## src/sliding_window_rate_limiter_unit_macros.svh

```systemverilog
// assertion macros for the sliding window rate limiter
`ifndef SLIDING_WINDOW_RATE_LIMITER_UNIT_MACROS_SVH
`define SLIDING_WINDOW_RATE_LIMITER_UNIT_MACROS_SVH

`ifndef ASSERT_OFF
`define SWRL_ASSERT(lbl, prop, msg) \
    lbl: assert property (@(posedge clk) disable iff (!rst_n) (prop)) \
        else $error(msg);
`define SWRL_ASSERT_NEXT(lbl, ante, cons, msg) \
    lbl: assert property (@(posedge clk) disable iff (!rst_n) (ante) |=> (cons)) \
        else $error(msg);
`else
`define SWRL_ASSERT(lbl, prop, msg)
`define SWRL_ASSERT_NEXT(lbl, ante, cons, msg)
`endif

`endif

```

## src/swrl_pkg.sv

```systemverilog
// shared constants, types and helpers of the sliding window rate limiter
`timescale 1ns / 1ps

package swrl_pkg;

    localparam int RING_DEPTH   = 64;
    localparam int ADDR_W       = $clog2(RING_DEPTH);
    localparam int CNT_RAW_W    = $clog2(RING_DEPTH + 1);
    localparam int LIVE_W       = 7;
    localparam int LIVE_MAX     = (1 << LIVE_W) - 1;
    localparam int CNT_W        = (CNT_RAW_W > LIVE_W) ? CNT_RAW_W : LIVE_W;
    localparam int TS_W         = 63;
    localparam int LIMIT_W      = 8;
    localparam int WINDOW_W     = 32;
    localparam int USEC_PER_SEC = 1000000;
    localparam int USEC_W       = 20;
    localparam int SPAN_W       = WINDOW_W + USEC_W;
    localparam int SUM_W        = 64;
    localparam int DATA_W       = 32;
    localparam int PADDR_W      = 3;

    typedef enum logic [0:0] {
        REG_MAX_FAILURES   = 1'b0,
        REG_WINDOW_SECONDS = 1'b1
    } reg_idx_t;

    typedef struct packed {
        logic signed [LIMIT_W-1:0] max_failures;
        logic [WINDOW_W-1:0]       window_seconds;
    } cfg_t;

    function automatic logic [ADDR_W-1:0] ring_advance(input logic [ADDR_W-1:0] pos);
        ring_advance = (pos == ADDR_W'(RING_DEPTH - 1)) ? '0 : pos + 1'b1;
    endfunction

    function automatic logic [LIVE_W-1:0] live_sat(input logic [CNT_W-1:0] cnt);
        live_sat = (cnt > CNT_W'(LIVE_MAX)) ? LIVE_W'(LIVE_MAX) : cnt[LIVE_W-1:0];
    endfunction

endpackage

```

## src/swrl_core.sv

```systemverilog
// stamp ring memory, drop scan and grant decision
`timescale 1ns / 1ps
`include "sliding_window_rate_limiter_unit_macros.svh"

module swrl_core (
    input  logic                         clk,
    input  logic                         rst_n,
    input  swrl_pkg::cfg_t               cfg,
    input  logic                         req_valid,
    output logic                         req_stall,
    input  logic [swrl_pkg::TS_W-1:0]    timestamp,
    output logic                         rsp_valid,
    input  logic                         rsp_stall,
    output logic                         granted,
    output logic [swrl_pkg::LIVE_W-1:0]  live_count
);

    typedef enum logic [1:0] {
        S_IDLE,
        S_READ,
        S_SCAN
    } state_t;

    state_t                          state_reg;
    logic [swrl_pkg::ADDR_W-1:0]     oldest_reg;
    logic [swrl_pkg::ADDR_W-1:0]     next_pos_reg;
    logic [swrl_pkg::CNT_W-1:0]      count_reg;
    logic [swrl_pkg::CNT_W-1:0]      count_next;
    logic                            rsp_valid_reg;
    logic                            granted_reg;
    logic [swrl_pkg::LIVE_W-1:0]     live_reg;

    logic [swrl_pkg::TS_W-1:0]       ts_reg;
    logic [swrl_pkg::SPAN_W-1:0]     span_reg;
    logic [swrl_pkg::TS_W-1:0]       rd_data_reg;
    logic [swrl_pkg::TS_W-1:0]       ring_mem [swrl_pkg::RING_DEPTH];

    logic [swrl_pkg::ADDR_W-1:0]     rd_addr;
    logic                            stale;
    logic                            out_free;
    logic                            limited;
    logic                            limit_hit;
    logic                            pop;
    logic                            commit;
    logic                            do_write;
    logic                            grant_now;

    always_comb
    begin
        stale     = (count_reg != '0) &&
                    ((swrl_pkg::SUM_W'(rd_data_reg) + swrl_pkg::SUM_W'(span_reg))
                     <= swrl_pkg::SUM_W'(ts_reg));
        out_free  = !rsp_valid_reg || !rsp_stall;
        limited   = !cfg.max_failures[swrl_pkg::LIMIT_W-1];
        limit_hit = (count_reg >= swrl_pkg::CNT_W'(cfg.max_failures[swrl_pkg::LIMIT_W-2:0])) ||
                    (count_reg == swrl_pkg::CNT_W'(swrl_pkg::RING_DEPTH));
        pop       = (state_reg == S_SCAN) && stale;
        commit    = (state_reg == S_SCAN) && !stale && out_free;
        do_write  = commit && limited && !limit_hit;
        grant_now = !limited || !limit_hit;
        count_next = do_write ? count_reg + 1'b1 : count_reg;
        rd_addr   = pop ? swrl_pkg::ring_advance(oldest_reg) : oldest_reg;
    end

    // ring memory, one write and one registered read per cycle
    always_ff @(posedge clk)
    begin
        if (do_write)
        begin
            ring_mem[next_pos_reg] <= ts_reg;
        end
        rd_data_reg <= ring_mem[rd_addr];
    end

    always_ff @(posedge clk)
    begin
        if ((state_reg == S_IDLE) && req_valid)
        begin
            ts_reg   <= timestamp;
            span_reg <= swrl_pkg::SPAN_W'(cfg.window_seconds) *
                        swrl_pkg::SPAN_W'(swrl_pkg::USEC_PER_SEC);
        end
    end

    always_ff @(posedge clk or negedge rst_n)
    begin
        if (!rst_n)
        begin
            state_reg     <= S_IDLE;
            oldest_reg    <= '0;
            next_pos_reg  <= '0;
            count_reg     <= '0;
            rsp_valid_reg <= 1'b0;
            granted_reg   <= 1'b0;
            live_reg      <= '0;
        end
        else
        begin
            if (rsp_valid_reg && !rsp_stall && !commit)
            begin
                rsp_valid_reg <= 1'b0;
            end
            unique case (state_reg)
                S_IDLE:
                begin
                    if (req_valid)
                    begin
                        state_reg <= S_READ;
                    end
                end
                S_READ:
                begin
                    state_reg <= S_SCAN;
                end
                S_SCAN:
                begin
                    if (pop)
                    begin
                        oldest_reg <= swrl_pkg::ring_advance(oldest_reg);
                        count_reg  <= count_reg - 1'b1;
                    end
                    else if (commit)
                    begin
                        if (do_write)
                        begin
                            next_pos_reg <= swrl_pkg::ring_advance(next_pos_reg);
                        end
                        count_reg     <= count_next;
                        rsp_valid_reg <= 1'b1;
                        granted_reg   <= grant_now;
                        live_reg      <= swrl_pkg::live_sat(count_next);
                        state_reg     <= S_IDLE;
                    end
                end
                default:
                begin
                    state_reg <= S_IDLE;
                end
            endcase
        end
    end

    assign req_stall  = (state_reg != S_IDLE);
    assign rsp_valid  = rsp_valid_reg;
    assign granted    = granted_reg;
    assign live_count = live_reg;

    `SWRL_ASSERT(a_count_bound, count_reg <= swrl_pkg::CNT_W'(swrl_pkg::RING_DEPTH), "stored count above ring depth")
    `SWRL_ASSERT_NEXT(a_write_count, do_write, count_reg == $past(count_reg) + 1'b1, "record did not raise count")
    `SWRL_ASSERT_NEXT(a_pop_count, pop, count_reg == $past(count_reg) - 1'b1, "drop did not lower count")
    `SWRL_ASSERT(a_rsp_idle, $rose(rsp_valid_reg) |-> state_reg == S_IDLE, "result raised while still scanning")

endmodule

```

## src/sliding_window_rate_limiter_unit.sv

```systemverilog
// top level: register port and request path of the sliding window rate limiter
//
// channel   direction  handshake                 payload
// req       in         req_valid / req_stall     timestamp
// rsp       out        rsp_valid / rsp_stall     granted, live_count
// apb       in         psel / penable / pready   paddr, pwdata, pwrite, prdata
//
// an accepted item passes S_READ, then S_SCAN, where expired stamps are dropped
// the drop scan reads one ring entry per cycle, then the decision is registered
// reset empties the ring at once; ring contents are only used once written
// a held result does not block the next transfer in; its decision waits for the slot
`timescale 1ns / 1ps

module sliding_window_rate_limiter_unit (
    input  logic                           clk,
    input  logic                           rst_n,
    input  logic                           psel,
    input  logic                           penable,
    input  logic                           pwrite,
    input  logic [swrl_pkg::PADDR_W-1:0]   paddr,
    input  logic [swrl_pkg::DATA_W-1:0]    pwdata,
    output logic [swrl_pkg::DATA_W-1:0]    prdata,
    output logic                           pready,
    input  logic                           req_valid,
    output logic                           req_stall,
    input  logic [swrl_pkg::TS_W-1:0]      timestamp,
    output logic                           rsp_valid,
    input  logic                           rsp_stall,
    output logic                           granted,
    output logic [swrl_pkg::LIVE_W-1:0]    live_count
);

    swrl_pkg::cfg_t     cfg_reg;
    swrl_pkg::reg_idx_t reg_idx;
    logic               wr_en;

    assign pready  = 1'b1;
    assign reg_idx = swrl_pkg::reg_idx_t'(paddr[2]);
    assign wr_en   = psel && penable && pwrite && pready;

    always_ff @(posedge clk or negedge rst_n)
    begin
        if (!rst_n)
        begin
            cfg_reg.max_failures   <= '1;
            cfg_reg.window_seconds <= '0;
        end
        else if (wr_en)
        begin
            unique case (reg_idx)
                swrl_pkg::REG_MAX_FAILURES:
                begin
                    cfg_reg.max_failures <= pwdata[swrl_pkg::LIMIT_W-1:0];
                end
                swrl_pkg::REG_WINDOW_SECONDS:
                begin
                    cfg_reg.window_seconds <= pwdata[swrl_pkg::WINDOW_W-1:0];
                end
                default:
                begin
                    cfg_reg <= cfg_reg;
                end
            endcase
        end
    end

    always_comb
    begin
        unique case (reg_idx)
            swrl_pkg::REG_MAX_FAILURES:
            begin
                prdata = swrl_pkg::DATA_W'(signed'(cfg_reg.max_failures));
            end
            swrl_pkg::REG_WINDOW_SECONDS:
            begin
                prdata = swrl_pkg::DATA_W'(cfg_reg.window_seconds);
            end
            default:
            begin
                prdata = '0;
            end
        endcase
    end

    swrl_core u_core (
        .clk        (clk),
        .rst_n      (rst_n),
        .cfg        (cfg_reg),
        .req_valid  (req_valid),
        .req_stall  (req_stall),
        .timestamp  (timestamp),
        .rsp_valid  (rsp_valid),
        .rsp_stall  (rsp_stall),
        .granted    (granted),
        .live_count (live_count)
    );

endmodule
```

## config.mk

```make
export PLATFORM = sky130hd
export DESIGN_NAME = sliding_window_rate_limiter_unit
export DESIGN_NICKNAME = d
export VERILOG_FILES = /design/src/swrl_pkg.sv /design/src/swrl_core.sv /design/src/sliding_window_rate_limiter_unit.sv
export VERILOG_INCLUDE_DIRS = /design/src /design/src/src
export SDC_FILE = /design/constraint.sdc
export NUM_CORES = 2
export LEC_CHECK = 0
export BUFFER_PORTS_ARGS = -buffer_cell sky130_fd_sc_hd__buf_2
export CAP_MARGIN = 20
export CORE_MARGIN = 2
export CORE_UTILIZATION = 40
export DETAILED_ROUTE_END_ITERATION = 8
export GPL_TIMING_DRIVEN = 0
export PLACE_DENSITY = 0.53
export REMOVE_ABC_BUFFERS = 1
export SYNTH_ARGS = -nofsm -noshare
export SYNTH_HDL_FRONTEND = slang
export SYNTH_SLANG_ARGS = --single-unit
```

## constraint.sdc

```tcl
create_clock -name clk -period 13 [get_ports clk]
set_input_delay 2.6 -clock clk [delete_from_list [all_inputs] [get_ports clk]]
set_output_delay 2.6 -clock clk [all_outputs]
set_load 0.02 [all_outputs]
```

==> results.yml <==
run_status:
  status: "completed"
worst_hold_path:
  worstHoldPathType: "reg2reg"
  hold_depth: 2
synthesis:
  synthArstFlopShare_pct: 1.64
  ys_warn_count: 0
  synth_top_cell_by_area: "edfxtp_1"
  ys_types: 82
  yosysTopAreaCellShare_pct: 70.9
  syn_area_um2: 175000
  yosys-top-cells-area: "edfxtp_1 (71%), nand2_1 (5.2%), mux2i_1 (4.4%), a21oi_1 (2.7%), ha_1 (2.0%)"
  syn_area_per_cell_um2: 14.3
  synth_edf_count: 4141
  synth_cells: 12248
  ys_seq_elements: 4274
  ys_seq_area_share_pct: 72.6
  synth_flop_cell: "edfxtp_1"
die:
  start_util_pct: 40.1
  dieArea_um2: 444000
  coreArea_um2: 437000
  ios: 148
  rows: 243
  die_w_um: 666
  fp.dieH_um: 666
finish:
  multi_input_area_um2: 44100
  layout_commonest_cell: "edfxtp_1"
  nFillCells: 36707
  layout.cells.non_filler: 18874
  seq_area_um2: 127000
  layout_common_cells: "edfxtp_1 (4141), nand2_1 (2419), a21oi_1 (937)"
  final_net_count: 13242
  drive_above_1_share_pct: 12.1
  largest_register_ffs: 4032
  area_growth_pct: 19.2
place:
  place_inst: 18015
  place.gp.congestion: 0.827
  place_hpwl_um: 381000
  io_buffers: 144
  place_ws_ns: -2.42
pwr:
  power_density_nw_per_um2: 278
  ir_worst_vdd_uv: 836
  p_leak_nw: 72.9
job:
  maxCapViolations: 0
grt:
  grt_util_met3_pct: 3.71
  grt_pass1_vias: 108043
  grt_pass1_wl_um: 817000
  grt_use_met1_pct: 34.4
  global_route.usage.met2_pct: 42.4
  gr-usage-all-layers_pct: 25.9
  busiest_layer: "met2"
  grt_remaining_overflow: 0
  antenna_found_initial: 17
  grt_max_degree: 155
worst_setup_path:
  cp-end-kind: "flop"
  crit_fanout: 73
  cp_data_arrival_time_ns: 13.51
  reg2reg_depth: 44
  path_class: "reg2reg"
  cp.required_ns: 13.90
  critPathMaxStageDelay_ns: 0.60
  reg2reg_slack_ns: 0.39
  critPathLaunchType: "flop"
  crit_top_cell: "buf_16"
  slowest_stage: "edfxtp_1"
drt:
  wl_um: 590000
  avgRoutedWirePerCell_um: 31.2
  drtIter0Drc: 14866
  final_antenna_net_count: 0
  num_vias: 111507
  vias_per_cell: 5.91
  route.detailed.drc: 0
  drtPass1Iterations: 6
timing:
  max_freq_mhz: 79.3
  final.period_utilization_pct: 97.0
  finalHoldViolCount: 0
  skew_ns: 0.0661
  period_needed_ns: 12.61
  slew_violations: 0
  rsz0062_at_grt: "no"
  max_slew_margin_pct: 19.3
  setup_viol: 0
  worst_slack_ns: 0.387
  worstMarginPinSlew_ns: 1.20
clock_network:
  clk_pin_slew_ns: 0.06
  cts_buffers: 447
  ctsRootBufferMaster: "clkbuf_16"
  cts_hold_buf: 0
  clock-sinks: 4274
  clkLatencyLatePin_ns: 1.01
  clk_path_buf_depth: 4
  htree_num_levels: 5
  cts_tree: "done"
-- power breakdown --
group          internal (W)  total (W)  switching, W
Sequential           0.0165     0.0171      0.000614
Combinational        0.0105     0.0282        0.0177
Clock               0.00750     0.0129       0.00538
Total                0.0345     0.0582        0.0237
-- layer usage --
layer	up-vias	wire [µm]
met3	1261	50100
met4	0	29900
li1	47207	-
met5	-	0
met2	5846	279000
met1	57193	231000
-- final timing paths --
| check | start | end |
|---|---|---|
| worst max-delay path | u_core.span_reg[6]$_DFFE_PP_ | u_core.rd_data_reg[35]$_DFF_P_ |
| worst min-delay path | u_core.state_reg[0]$_DFFE_PN0P_ | u_core.state_reg[1]$_DFFE_PN0P_ |
| worst max register to register | u_core.span_reg[6]$_DFFE_PP_ | u_core.rd_data_reg[35]$_DFF_P_ |
| worst min register to register | u_core.state_reg[0]$_DFFE_PN0P_ | u_core.state_reg[1]$_DFFE_PN0P_ |
| max in group asynchronous | rst_n | cfg_reg[37]$_DFFE_PN1P_ |
| min in group asynchronous | rst_n | cfg_reg[2]$_DFFE_PN0P_ |
-- layout make-up --
type	instances	share of cell area, %
Timing Repair inverter	1	0.00419
Clock inverter	274	1.38
Timing Repair Buffer	755	6.86
Multi-Input combinational cell	6883	21.1
Antenna cell	9	0.0108
Clock buffer	556	5.65
Tap cell	5757	3.44
Sequential cell	4274	60.9
Inverter	365	0.674
-- synth_stat cells (8+ instances only) --
library cell	number
edfxtp_1	4141
nand2_1	2421
a21oi_1	938
mux2i_1	766
nor4_1	435
clkbuf_1	423
inv_1	361
o22ai_1	299
ha_1	274
buf_2	172
a211oi_1	171
nand3_1	156
and3_1	140
fa_1	136
a311oi_1	132
nor2_1	132
o21ai_0	128
nor3_1	88
xnor2_1	68
a31oi_1	66
a21o_1	64
dfxtp_1	63
dfrtp_1	62
o221ai_1	59
buf_4	57
mux2_2	53
buf_1	49
o21a_1	42
xor2_1	39
o31a_1	38
a221oi_1	33
o32ai_1	28
nand4_1	27
buf_6	25
nor2b_1	17
nand2b_1	14
o21bai_1	14
o211ai_1	12
or3_1	11
dfstp_2	8
o31ai_1	8
-- stage by stage --
| step | setup TNS, ns | hold WS, ns | power (W) | instance area, µm² | utilization, % |
|---|---|---|---|---|---|
| 3_5_place_dp | -79.31 | 0.510 | 0.0448 | 194000 | 44.3 |
| 5_1_grt | 0 | 0.560 | 0.0613 | 209000 | 47.8 |
| 3_3_place_gp | - | 0.499 | 0.0400 | 180000 | 41.2 |
| 6_report | 0 | 0.535 | 0.0582 | 209000 | 47.8 |
| 2_1_floorplan | -3943.58 | 0.472 | 0.0361 | 172000 | - |
| 4_1_cts | 0 | 0.532 | 0.0582 | 209000 | 47.8 |
-- kinds of logic (layout without fill, tap and decap cells) --
family / count (synthesis) / in the layout / synth area share, %
flops: 4274 / 4274 / 72.6
simple gates: 3467 / 3467 / 8.57
compound gates: 2079 / 2079 / 7.37
buf+inv: 1091 / 1951 / 2.69
mux: 819 / 819 / 4.71
fa+ha+maj: 410 / 410 / 3.51
xor+xnor: 107 / 107 / 0.534
other cells: 1 / 10 / 0.00214
-- worst max-delay path: cells and delay by family (launching register included) --
kind,cells,cell delay (ns)
mux,1,0.24
compound gates,17,4.00
xor+xnor,1,0.17
flops,1,0.60
buf+inv,13,3.03
fa+ha+maj,3,0.89
simple gates,9,3.20
-- what timing repair did --
action | 4_1_cts | 5_1_grt
setup buffers | 1 | 0
pin swaps | 0 | 1
setup endpoints to repair | 64 | 61
endpoints found under the hold margin | 0 | 0
gates cloned | 14 | 1
resized for setup | 11 | 9
Power figures use the tool's default switching activity.
